[config.mk]
export PLATFORM = sky130hd
export DESIGN_NAME = array_set_table_top
export DESIGN_NICKNAME = d
export VERILOG_FILES = /design/src/hw/rtl/ast_pkg.sv /design/src/hw/rtl/ast_ram.sv /design/src/hw/rtl/ast_ctrl.sv /design/src/hw/rtl/array_set_table_top.sv
export SDC_FILE = /design/constraint.sdc
export NUM_CORES = 2
export LEC_CHECK = 0
export ABC_CLOCK_PERIOD_IN_PS = 6410
export BUFFER_PORTS_ARGS = -buffer_cell sky130_fd_sc_hd__buf_4
export CAP_MARGIN = 0
export CORE_AREA = 2 2 329 413
export CTS_CLUSTER_SIZE = 14
export DETAILED_ROUTE_END_ITERATION = 10
export DIE_AREA = 0 0 331 415
export PLACE_DENSITY = 0.79
export SLEW_MARGIN = 20
export SYNTH_ARGS = -nofsm -noshare
export SYNTH_HDL_FRONTEND = slang
export SYNTH_SLANG_ARGS = --single-unit
[constraint.sdc]
create_clock -name i_clk -period 6.41 [get_ports i_clk]
set_clock_uncertainty 0.1 [all_clocks]
set_input_delay 0.9615 -clock i_clk [delete_from_list [all_inputs] [get_ports i_clk]]
set_output_delay 0.9615 -clock i_clk [all_outputs]
set_load 0.01 [all_outputs]
[src/hw/rtl/ast_pkg.sv]
// Package for the array set table: command codes, field widths and the
// result record passed from the controller to the output stage.
// No dependencies.
package ast_pkg;

    localparam int CMD_W   = 2;
    localparam int VALUE_W = 32;
    localparam int FIELD_W = 7;

    localparam logic [CMD_W-1:0] CMD_INSERT = 2'd0;
    localparam logic [CMD_W-1:0] CMD_DELETE = 2'd1;
    localparam logic [CMD_W-1:0] CMD_QUERY  = 2'd2;

    localparam logic [FIELD_W-1:0] CAP_RESET = 7'd64;

    typedef struct packed {
        logic               found;
        logic [FIELD_W-1:0] position;
        logic [FIELD_W-1:0] count_after;
        logic               full_error;
    } t_result;

endpackage

[src/hw/rtl/ast_ram.sv]
// Generic single-clock RAM with one write port and one registered read port.
// No dependencies.
module ast_ram #(
    parameter int WIDTH = 32,
    parameter int DEPTH = 64
) (
    input  logic                     i_clk,
    input  logic                     i_we,
    input  logic [$clog2(DEPTH)-1:0] i_waddr,
    input  logic [WIDTH-1:0]         i_wdata,
    input  logic                     i_re,
    input  logic [$clog2(DEPTH)-1:0] i_raddr,
    output logic [WIDTH-1:0]         o_rdata
);

    logic [WIDTH-1:0] r_mem [DEPTH];
    logic [WIDTH-1:0] r_rdata;

    always_ff @(posedge i_clk) begin
        if (i_we) begin
            r_mem[i_waddr] <= i_wdata;
        end
        if (i_re) begin
            r_rdata <= r_mem[i_raddr];
        end
    end

    assign o_rdata = r_rdata;

endmodule

[src/hw/rtl/ast_ctrl.sv]
// Sequencer of the array set table: one read-and-compare unit on the entry
// RAM, used for the linear search and again for the shift on delete.
// Depends on ast_pkg and ast_ram.
module ast_ctrl #(
    parameter int MAX_ENTRIES = 64
) (
    input  logic                          i_clk,
    input  logic                          i_rst_n,
    input  logic                          i_start,
    input  logic [ast_pkg::CMD_W-1:0]     i_cmd,
    input  logic [ast_pkg::VALUE_W-1:0]   i_value,
    input  logic [ast_pkg::FIELD_W-1:0]   i_cap,
    output logic                          o_idle,
    output logic                          o_res_valid,
    input  logic                          i_res_ready,
    output ast_pkg::t_result              o_res
);
    import ast_pkg::*;

    localparam int AW = $clog2(MAX_ENTRIES);
    localparam int CW = $clog2(MAX_ENTRIES + 1);
    localparam int EW = (CW > FIELD_W) ? CW : FIELD_W;

    localparam logic [1:0] S_IDLE   = 2'd0;
    localparam logic [1:0] S_SEARCH = 2'd1;
    localparam logic [1:0] S_SHIFT  = 2'd2;
    localparam logic [1:0] S_FINISH = 2'd3;

    logic [1:0]         r_state, n_state;
    logic [CW-1:0]      r_count, n_count;
    logic [CW-1:0]      r_idx, n_idx;
    logic               r_rd_vld, n_rd_vld;
    logic [CW-1:0]      r_rd_idx, n_rd_idx;
    logic [CMD_W-1:0]   r_cmd, n_cmd;
    logic [VALUE_W-1:0] r_value, n_value;
    logic               r_found, n_found;
    logic [CW-1:0]      r_pos, n_pos;
    logic               r_full, n_full;

    logic               scanning;
    logic               issue;
    logic               match;
    logic               at_cap;
    logic               ram_we;
    logic [AW-1:0]      ram_waddr;
    logic [VALUE_W-1:0] ram_wdata;
    logic [VALUE_W-1:0] ram_rdata;
    logic [CW-1:0]      shift_dst;

    // The scan issues one read per cycle while the index is below the count;
    // the compare sees the data in the next cycle.
    assign scanning  = (r_state == S_SEARCH) || (r_state == S_SHIFT);
    assign issue     = scanning && (r_idx < r_count);
    assign match     = r_rd_vld && (ram_rdata == r_value);
    assign at_cap    = (r_count >= CW'(MAX_ENTRIES)) || (EW'(r_count) >= EW'(i_cap));
    assign shift_dst = r_rd_idx - CW'(1);

    always_comb begin
        n_state   = r_state;
        n_count   = r_count;
        n_idx     = r_idx;
        n_rd_vld  = r_rd_vld;
        n_rd_idx  = r_rd_idx;
        n_cmd     = r_cmd;
        n_value   = r_value;
        n_found   = r_found;
        n_pos     = r_pos;
        n_full    = r_full;
        ram_we    = 1'b0;
        ram_waddr = r_count[AW-1:0];
        ram_wdata = r_value;

        if (scanning) begin
            n_rd_vld = issue;
            n_rd_idx = r_idx;
            if (issue) begin
                n_idx = r_idx + CW'(1);
            end
        end

        unique case (r_state)
            S_IDLE: begin
                if (i_start) begin
                    n_cmd    = i_cmd;
                    n_value  = i_value;
                    n_idx    = '0;
                    n_rd_vld = 1'b0;
                    n_full   = 1'b0;
                    n_state  = S_SEARCH;
                end
            end
            S_SEARCH: begin
                if (match) begin
                    n_found = 1'b1;
                    n_pos   = r_rd_idx;
                    if (r_cmd == CMD_DELETE) begin
                        n_idx    = r_rd_idx + CW'(1);
                        n_rd_vld = 1'b0;
                        n_state  = S_SHIFT;
                    end else begin
                        n_state = S_FINISH;
                    end
                end else if (!r_rd_vld && !issue) begin
                    n_found = 1'b0;
                    n_pos   = r_count;
                    if (r_cmd == CMD_INSERT) begin
                        if (at_cap) begin
                            n_full = 1'b1;
                        end else begin
                            ram_we  = 1'b1;
                            n_count = r_count + CW'(1);
                        end
                    end
                    n_state = S_FINISH;
                end
            end
            S_SHIFT: begin
                if (r_rd_vld) begin
                    ram_we    = 1'b1;
                    ram_waddr = shift_dst[AW-1:0];
                    ram_wdata = ram_rdata;
                end else if (!issue) begin
                    n_count = r_count - CW'(1);
                    n_state = S_FINISH;
                end
            end
            S_FINISH: begin
                if (i_res_ready) begin
                    n_state = S_IDLE;
                end
            end
            default: begin
                n_state = S_IDLE;
            end
        endcase
    end

    always_ff @(posedge i_clk) begin
        if (!i_rst_n) begin
            r_state  <= S_IDLE;
            r_count  <= '0;
            r_rd_vld <= 1'b0;
        end else begin
            r_state  <= n_state;
            r_count  <= n_count;
            r_rd_vld <= n_rd_vld;
        end
        r_idx    <= n_idx;
        r_rd_idx <= n_rd_idx;
        r_cmd    <= n_cmd;
        r_value  <= n_value;
        r_found  <= n_found;
        r_pos    <= n_pos;
        r_full   <= n_full;
    end

    ast_ram #(
        .WIDTH (VALUE_W),
        .DEPTH (MAX_ENTRIES)
    ) u_entries (
        .i_clk   (i_clk),
        .i_we    (ram_we),
        .i_waddr (ram_waddr),
        .i_wdata (ram_wdata),
        .i_re    (issue),
        .i_raddr (r_idx[AW-1:0]),
        .o_rdata (ram_rdata)
    );

    assign o_idle      = (r_state == S_IDLE);
    assign o_res_valid = (r_state == S_FINISH);

    always_comb begin
        o_res.found       = r_found;
        o_res.position    = FIELD_W'(r_pos);
        o_res.count_after = FIELD_W'(r_count);
        o_res.full_error  = r_full;
    end

endmodule

[src/hw/rtl/array_set_table_top.sv]
// The block takes one command at a time: a new command is accepted only once
// the previous result has moved into the output register. The entry RAM is
// read one entry per cycle during the search and the shift on delete.
// Reset (synchronous, active low) empties the set and sets the capacity to 64.
module array_set_table_top #(
    parameter int MAX_ENTRIES = 64
) (
    input  logic                                i_clk,
    input  logic                                i_rst_n,
    // Configuration: capacity limit, written whenever the enable is high.
    input  logic                                i_cfg_we,
    input  logic [ast_pkg::FIELD_W-1:0]         i_cfg_wdata,
    // Command channel.
    input  logic                                i_in_valid,
    output logic                                o_in_ready,
    input  logic [ast_pkg::CMD_W-1:0]           i_cmd,
    input  logic signed [ast_pkg::VALUE_W-1:0]  i_value,
    // Result channel.
    output logic                                o_out_valid,
    input  logic                                i_out_ready,
    output logic                                o_found,
    output logic [ast_pkg::FIELD_W-1:0]         o_position,
    output logic [ast_pkg::FIELD_W-1:0]         o_count_after,
    output logic                                o_full_error
);
    import ast_pkg::*;

    logic [FIELD_W-1:0] r_cap;
    logic               r_out_valid;
    t_result            r_res;

    logic               ctrl_idle;
    logic               ctrl_res_valid;
    logic               ctrl_res_ready;
    t_result            ctrl_res;

    // The user must write the capacity register only while the block is idle (the
    // block does not enforce this), so the controller may read it at any point of an operation.
    always_ff @(posedge i_clk) begin
        if (!i_rst_n) begin
            r_cap <= CAP_RESET;
        end else if (i_cfg_we) begin
            r_cap <= i_cfg_wdata;
        end
    end

    // A command transfer starts the sequencer; it stays busy until its result
    // has moved into the output register.
    assign o_in_ready = ctrl_idle;

    ast_ctrl #(
        .MAX_ENTRIES (MAX_ENTRIES)
    ) u_ctrl (
        .i_clk       (i_clk),
        .i_rst_n     (i_rst_n),
        .i_start     (i_in_valid && ctrl_idle),
        .i_cmd       (i_cmd),
        .i_value     (i_value),
        .i_cap       (r_cap),
        .o_idle      (ctrl_idle),
        .o_res_valid (ctrl_res_valid),
        .i_res_ready (ctrl_res_ready),
        .o_res       (ctrl_res)
    );

    // Output register: a finished result is loaded when the register is empty
    // or its current result is transferred in the same cycle.
    assign ctrl_res_ready = !r_out_valid || i_out_ready;

    always_ff @(posedge i_clk) begin
        if (!i_rst_n) begin
            r_out_valid <= 1'b0;
        end else if (ctrl_res_ready) begin
            r_out_valid <= ctrl_res_valid;
        end
        if (ctrl_res_valid && ctrl_res_ready) begin
            r_res <= ctrl_res;
        end
    end

    assign o_out_valid   = r_out_valid;
    assign o_found       = r_res.found;
    assign o_position    = r_res.position;
    assign o_count_after = r_res.count_after;
    assign o_full_error  = r_res.full_error;

    // A command transfer always makes the block busy in the next cycle.
    a_busy_after_start: assert property (@(posedge i_clk) disable iff (!i_rst_n)
        (i_in_valid && o_in_ready) |=> !o_in_ready)
        else $error("block still ready after command transfer");

    // A refused insert never comes with a found value.
    a_full_not_found: assert property (@(posedge i_clk) disable iff (!i_rst_n)
        (o_out_valid && o_full_error) |-> !o_found)
        else $error("full error reported for a present value");

    // A refused insert leaves the count alone and reports it as the position.
    a_full_keeps_count: assert property (@(posedge i_clk) disable iff (!i_rst_n)
        (o_out_valid && o_full_error) |-> (o_position == o_count_after))
        else $error("full error with changed count");

endmodule

After elaboration in Yosys (flattened, before gate mapping)
Memory sizes are Yosys's and may differ from the RTL's. A register that Yosys moved wholly into a read port is not among the register bits. Index checks and enable logic that the tools add are counted. Widths: inputs -> output; s select.

Output and inout port bits: 18. Register bits after elaboration: 91. Memory bits (writable): 2048. Word-level logic and storage cells: 108. Memories: 1.

Memories: u_ctrl.u_entries.r_mem (depth 64, width 32, rd ports 1, clocked after Yosys merged registers in 1, write ports 1, line ast_ram.sv:16) `logic [WIDTH-1:0] r_mem [DEPTH];`.

Equal/unequal tests: 15. Multiplexer cells: 47. $add $sub $neg: 5. Reduce and logical (&&, ||, !) cells: 21. $lt $le $gt $ge: 3.

Operators with widths (number): $mux 7 (13); $mux 32 (2); $eq 32x32->1 (1); $pmux 7 s2 (2); $add 7x1->7 const B (3); $mux 1 (18); $mux 2 (6); $mux 6 (2); $ne 2x2->1 const B (6); $pmux 2 s4 (1); $ge 7x7->1 (1); $ge 7x7->1 const B (1); $lt 7x7->1 (1); $reduce_and 7->1 (1); $sub 7x1->7 const B (1); $ne 2x1->1 const B (3); $pmux 1 s2 (3); $reduce_and 6->1 (1); $reduce_bool 2->1 (3); $sub 6x1->6 const B (1); $logic_and 1x1->1 (5); $reduce_and 5->1 (1); $eq 2x1->1 const B (2); $eq 2x2->1 const B (2); other kinds (5) (11).

Depth between registers and ports, before layout
Word-level depth: 10. Gate-level depth with buffers: 11.

Hierarchy
A second synthesis with hierarchy kept.

Cell total of the unflattened synthesis: 3737. Area total of the unflattened synthesis: 83776.6 µm².

Modules (own cells, without submodules): ast_ram (area an instance 78835.6 µm², times used 1, seq. area each 62459.9 µm², cells each 3324); ast_ctrl (area an instance 4147.7 µm², times used 1, seq. area each 1841.8 µm², cells each 369); array_set_table_top (area an instance 793.3 µm², times used 1, seq. area each 640.6 µm², cells each 44).

Worst setup path before layout
Ideal clock, no wire load.

Path type: reg-to-reg. From: register u_ctrl.r_count[0]. To: memory u_ctrl.u_entries.r_mem[45][0] (enable). Stages on the path, launching flop included: 11. Buffers on the path: 1. Arrival: 4.182 ns. Period minus slack after synthesis: 4.743 ns. Setup slack: 1.667 ns. Data required time: 5.849 ns. Cells stage by stage: dfxtp_1 > inv_1 > ha_1 > nand2b_1 > a21o_1 > a21oi_1 > o21bai_1 > a21oi_1 > a32oi_1 > clkbuf_1 > nor3_1.

Cells in the longest elaborated chain, start to end: 9. Elaborated cells between the ends (all ways): 16. Classes of those cells: order compare: 3; mux: 9; reduce/logical: 4.

Ends and longest elaborated chain: from (decl) (line ast_ctrl.sv:30) `logic [CW-1:0] r_count, n_count;`; from (signal assigned) (line ast_ctrl.sv:145) `r_count <= n_count;`; $ge 7x7->1 / $lt 7x7->1 (equally long branches) (line ast_ctrl.sv:55, ast_ctrl.sv:53); $logic_or 1x1->1 / $logic_and 1x1->1 (equally long branches) (line ast_ctrl.sv:55, ast_ctrl.sv:53); $mux 1 / $logic_not 1->1 (equally long branches) (line ast_ctrl.sv:107, ast_ctrl.sv:103); $mux 1 / $logic_and 1x1->1 (equally long branches) (line ast_ctrl.sv:106, ast_ctrl.sv:103); $mux 1 (line ast_ctrl.sv:103) `end else if (!r_rd_vld && !issue) begin`; $mux 1 (line ast_ctrl.sv:93) `if (match) begin`; $pmux 1 s2 (line ast_ctrl.sv:81) `unique case (r_state)`; $mux 1 (line ast_ram.sv:20) `if (i_we) begin`; $mux 1 (not written as such) (line ast_ram.sv:21) `r_mem[i_waddr] <= i_wdata;`; to (decl) (line ast_ram.sv:16).

Parallel ways exist; a longest one is shown, timed or not.

Worst setup path after layout
From: register u_ctrl.r_state[1]. To: memory u_ctrl.u_entries.r_mem[24][21] (enable).

Cells in the longest elaborated chain, start to end: 10. Elaborated cells between the ends (all ways): 12. Classes of those cells: eq/ne: 2; mux: 6; reduce/logical: 4.

Ends and longest elaborated chain: from (decl) (line ast_ctrl.sv:29) `logic [1:0] r_state, n_state;`; from (signal assigned) (line ast_ctrl.sv:144) `r_state <= n_state;`; $eq 2x1->1 / $eq 2x2->1 (equally long branches) (line ast_ctrl.sv:52, ast_ctrl.sv:81); $logic_or 1x1->1 (line ast_ctrl.sv:52) `assign scanning = (r_state == S_SEARCH) || (r_state == S_SHIFT);`; $logic_and 1x1->1 (line ast_ctrl.sv:53) `assign issue = scanning && (r_idx < r_count);`; $logic_not 1->1 (line ast_ctrl.sv:103); $logic_and 1x1->1 (line ast_ctrl.sv:103); $mux 1 (line ast_ctrl.sv:103); $mux 1 (line ast_ctrl.sv:93); $pmux 1 s2 (line ast_ctrl.sv:81); $mux 1 (line ast_ram.sv:20); $mux 1 (not written as such) (line ast_ram.sv:21).

Parallel ways exist; a longest one is shown, timed or not.

==> reports/results.md <==
| Parameter | Reported |
|---|---|
| Result of the run | completed |
| Resize count post-CTS | 0 |
| Via count of the first global-routing pass | 40.94k |
| Final standard cell area without fillers | 93,060 sq um |
| Die H | 415 microns |
| Register area share after synthesis | 77.64% |
| Pins Over Slew Limit | 0 |
| Number of design rule violations left after detail routing | 0 |
| Global-route total usage across every layer | 31.43% |
| Post-placement cell count | 5,282 |
| Setup Crit Path Kind | flip-flop to flip-flop |
| R2r endpoint | u_ctrl.u_entries.r_mem[24][21]$_DFFE_PP_ |
| Worst-case register-to-register setup slack | 1780 ps |
| Final setup violation count | 0 |
| Gate count after technology mapping | 3,487 |
| Simple-gate share of the synthesized area | 1.508% |
| Maximum level of the CTS H-tree | 4 |
| Routed Antenna Nets | 0 |
| Startpoint of the most critical hold path | i_value[12] |
| Setup tns final | 0 ps |
| Number of detailed-routing iterations run before antenna repair | 5 |
| Maximum root-to-sink buffer count | 3 |
| Fraction of layout cells with a size suffix above 1 | 31.60% |
| Leakage Power | 28.29 nW |
| Synth Cell Area | 83,640 sq um |
| Standard-cell row count | 150 |
| Setup repair after global routing missed its margin | false |
| Average footprint of a synthesized cell | 23.99 sq um |
| Via density per instance | 7.182 |
| Clock latency on the worst-skew pair | 860 ps |
| Global-route wire length before repair | 300,900 microns |
| Post-Synth XOR/XNOR Area | 0.5131% |
| Synth warnings | 0 |
| Maximum ir drop on the vdd rail | 0.0002859 V |
| Die Wd | 331 microns |
| Highest clock rate | 216.1 MHz |
| Routed Wire Length | 210,700 microns |
| Most common library cell in the layout ignoring fill and taps | sky130_fd_sc_hd__edfxtp_1 |
| Number of clock buffers inserted by TritonCTS | 193 |
| Transition time at the pin with the least slew margin | 1058 ps |
| Post-Route Utilization | 69.84% |
| Leading post-synthesis cells by cell area | sky130_fd_sc_hd__edfxtp_1, sky130_fd_sc_hd__mux4_2, sky130_fd_sc_hd__dfxtp_1, sky130_fd_sc_hd__nand2_1, sky130_fd_sc_hd__clkbuf_1 |
| Slowest cell on crit path | sky130_fd_sc_hd__nor3_2 |
| Routability congestion estimate | 0.8655 |
| Clock transition at the register clock pins on the worst setup and hold paths after CTS | 60 ps |
| # nets final | 3,801 |
| Launching point of the worst reg2reg path | u_ctrl.r_state[1]$_SDFFE_PN0P_ |
| Flop and latch count out of synthesis | 2,171 |
| Type of the most critical hold path | input pin to flip-flop |
| Syn-to-layout area delta | 11.26% |
| Share of the cycle needed by the critical path after routing | 72.18% |
| Commonest non-fill, non-tap cells in the layout | sky130_fd_sc_hd__edfxtp_1, sky130_fd_sc_hd__mux4_2, sky130_fd_sc_hd__buf_4 |
| Critical Path Fanout Max | 22 |
| Max Cap Viol | 0 |
| Startpoint types | flip-flop |
| Number of flops mapped to enable cells by yosys | 2,146 |
| Post-Layout Cell Count | 5,624 |
| Routed vias | 40.39k |
| Initial Utilization | 62.77% |
| Die footprint | 137,400 sq um |
| Half-perimeter wire length of the detailed placement result | 114,700 microns |
| Number of nets in the synthesized netlist | 3,559 |
| R2R depth | 11 |
| WHS Endpoint | u_ctrl.r_value[12]$_DFFE_PP_ |
| DR iter-0 viols | 6,253 |
| Netlist cell types | 56 |
| # clock sinks | 2,171 |
| Post-synthesis share of cell area spent on full adders, half adders and majority gates | 0.3979% |
| Worst EP arrival | 5020 ps |
| Number of buffers inserted to repair setup after CTS | 0 |
| Cell Area, Placed | 87,220 sq um |
| CTS root buf | sky130_fd_sc_hd__clkbuf_16 |
| Compound-Gate Fraction of Synth Area | 0.5729% |
| Leftover overflow at the end of global routing | 0 |
| Min-Delay Path Depth | 1 |
| Largest delay contributor family on the critical path | simple AND/OR/NAND/NOR gates |
| Share of the synthesized area in the top cell type | 77.04% |
| Antenna violations before repair | 20 |
| CTS tree | built |
| Number of port buffers | 63 |
| Number of hold violations in the final report | 0 |
| Slowest stage delay, CP | 800 ps |
| Placeable core region | 133,300 sq um |
| Fin crit period | 4627 ps |
| Mux contribution to synthesized area | 18.28% |
| Top FF cell, synth | sky130_fd_sc_hd__edfxtp_1 |
| Ratio of total power to cell area | 382.1 nW/um^2 |
| Headroom to the max-slew limit | 27.65% |
| Pin count of the biggest net entering global routing | 132 |
| Wirelength per Cell | 37.47 microns |
| Proportion of register bits with asynchronous set or reset after synthesis | 0% |
| Leading area contributor after synthesis | sky130_fd_sc_hd__edfxtp_1 |
| Endpoint type of the worst setup path | flip-flop |
| Main combinational cell family by area after synthesis | multiplexers |
| Hold buffers post-CTS | 0 |
| Buffers plus inverters on the worst setup path | 3 |
| Required time at the worst-slack endpoint | 6800 ps |
| Number of I/O pins | 64 |
| CP Cell Sequence | inv_1, ha_1, nand2b_1, a221o_1, a31oi_4, or2_1, nor2_1, a31oi_4, buf_4, nor3_2, buf_4 |
==> power breakdown <==
group	switching (W)	total (W)	internal (W)
clock network	0.00511	0.0110	0.00585
logic	0.00453	0.00749	0.00296
registers	0.000398	0.0171	0.0167
total	0.0100	0.0356	0.0255
==> logic make-up (layout without fill, tap and decap cells) <==
| group | after synthesis | after routing |
|---|---|---|
| flip-flops | 2171 | 2171 |
| multiplexers | 687 | 687 |
| buffers and inverters | 210 | 596 |
| AND/OR/NAND/NOR | 270 | 270 |
| other | 0 | 3 |
| adder cells (fa/ha/maj) | 26 | 26 |
| AO/OA/AOI/OAI | 74 | 74 |
| XOR/XNOR | 49 | 49 |
==> state kept, by name (all words and copies together) (netlist names), 2 cells and up <==
register	count
u_ctrl.u_entries.r_mem	2048
u_ctrl.r_value	32
u_ctrl.u_entries.o_rdata	32
o_count_after	7
o_position	7
r_cap	7
u_ctrl.r_count	7
u_ctrl.r_idx	7
u_ctrl.r_pos	7
u_ctrl.r_rd_idx	7
u_ctrl.r_cmd	2
u_ctrl.r_state	2
==> metal layers <==
metal  track usage [%]  routed length (microns)  vias to the layer above
met5                 0                       51                        -
met2             52.31                   109000                     3104
met3             6.101                    21350                      576
met4             12.97                    10070                        8
met1             41.22                    70220                    21274
li1                  -                        -                    15432
==> cells in the mapped netlist, drive strengths merged (13+ instances only) <==
library cell,count
xor2,33
clkbuf,105
dfxtp,25
nand2,122
a21oi,18
mux4,672
nor2,21
mux2i,13
xnor2,16
edfxtp,2146
o21ai,20
nor3,73
ha,25
buf,75
inv,30
==> metrics by stage <==
| step | power, W | hold slack (ps) | worst slack, ps |
|---|---|---|---|
| 2_1_floorplan | 0.02199 | 300.3 | 1667 |
| 3_3_place_gp | 0.02450 | 300.8 | 2106 |
| 3_5_place_dp | 0.02468 | 304.5 | 2004 |
| 4_1_cts | 0.03558 | 156.5 | 1877 |
| 5_1_grt | 0.03643 | 184.7 | 1555 |
| 6_report | 0.03556 | 201.6 | 1783 |
==> final cells by class <==
| cell class | instances | area (sq um) |
|---|---|---|
| Sequential cell | 2171 | 64960 |
| Fill cell | 7261 | 40190 |
| Multi-Input combinational cell | 1106 | 18200 |
| Clock buffer | 250 | 5085 |
| Tap cell | 1748 | 2187 |
| Timing Repair Buffer | 227 | 1767 |
| Clock inverter | 89 | 745.7 |
| Inverter | 30 | 112.6 |
| Antenna cell | 3 | 7.507 |
==> how the worst max path moves through the flow <==
| stage | slack, ps | start | to | cells past startpoint |
|---|---|---|---|---|
| global placement | 2110 | u_ctrl.r_state[0]$_SDFFE_PN0P_ | u_ctrl.u_entries.r_mem[24][24]$_DFFE_PP_ | 11 |
| floorplan | 1670 | u_ctrl.r_count[0]$_SDFFE_PN0P_ | u_ctrl.u_entries.r_mem[45][0]$_DFFE_PP_ | 10 |
| global route | 1560 | u_ctrl.r_state[1]$_SDFFE_PN0P_ | u_ctrl.u_entries.r_mem[24][22]$_DFFE_PP_ | 11 |
| CTS | 1880 | u_ctrl.r_state[0]$_SDFFE_PN0P_ | u_ctrl.u_entries.r_mem[24][2]$_DFFE_PP_ | 11 |
| detailed placement | 2000 | u_ctrl.r_state[0]$_SDFFE_PN0P_ | u_ctrl.u_entries.r_mem[24][29]$_DFFE_PP_ | 11 |
| finish | 1780 | u_ctrl.r_state[1]$_SDFFE_PN0P_ | u_ctrl.u_entries.r_mem[24][21]$_DFFE_PP_ | 11 |
No activity file was read; power rests on OpenSTA's default activity.
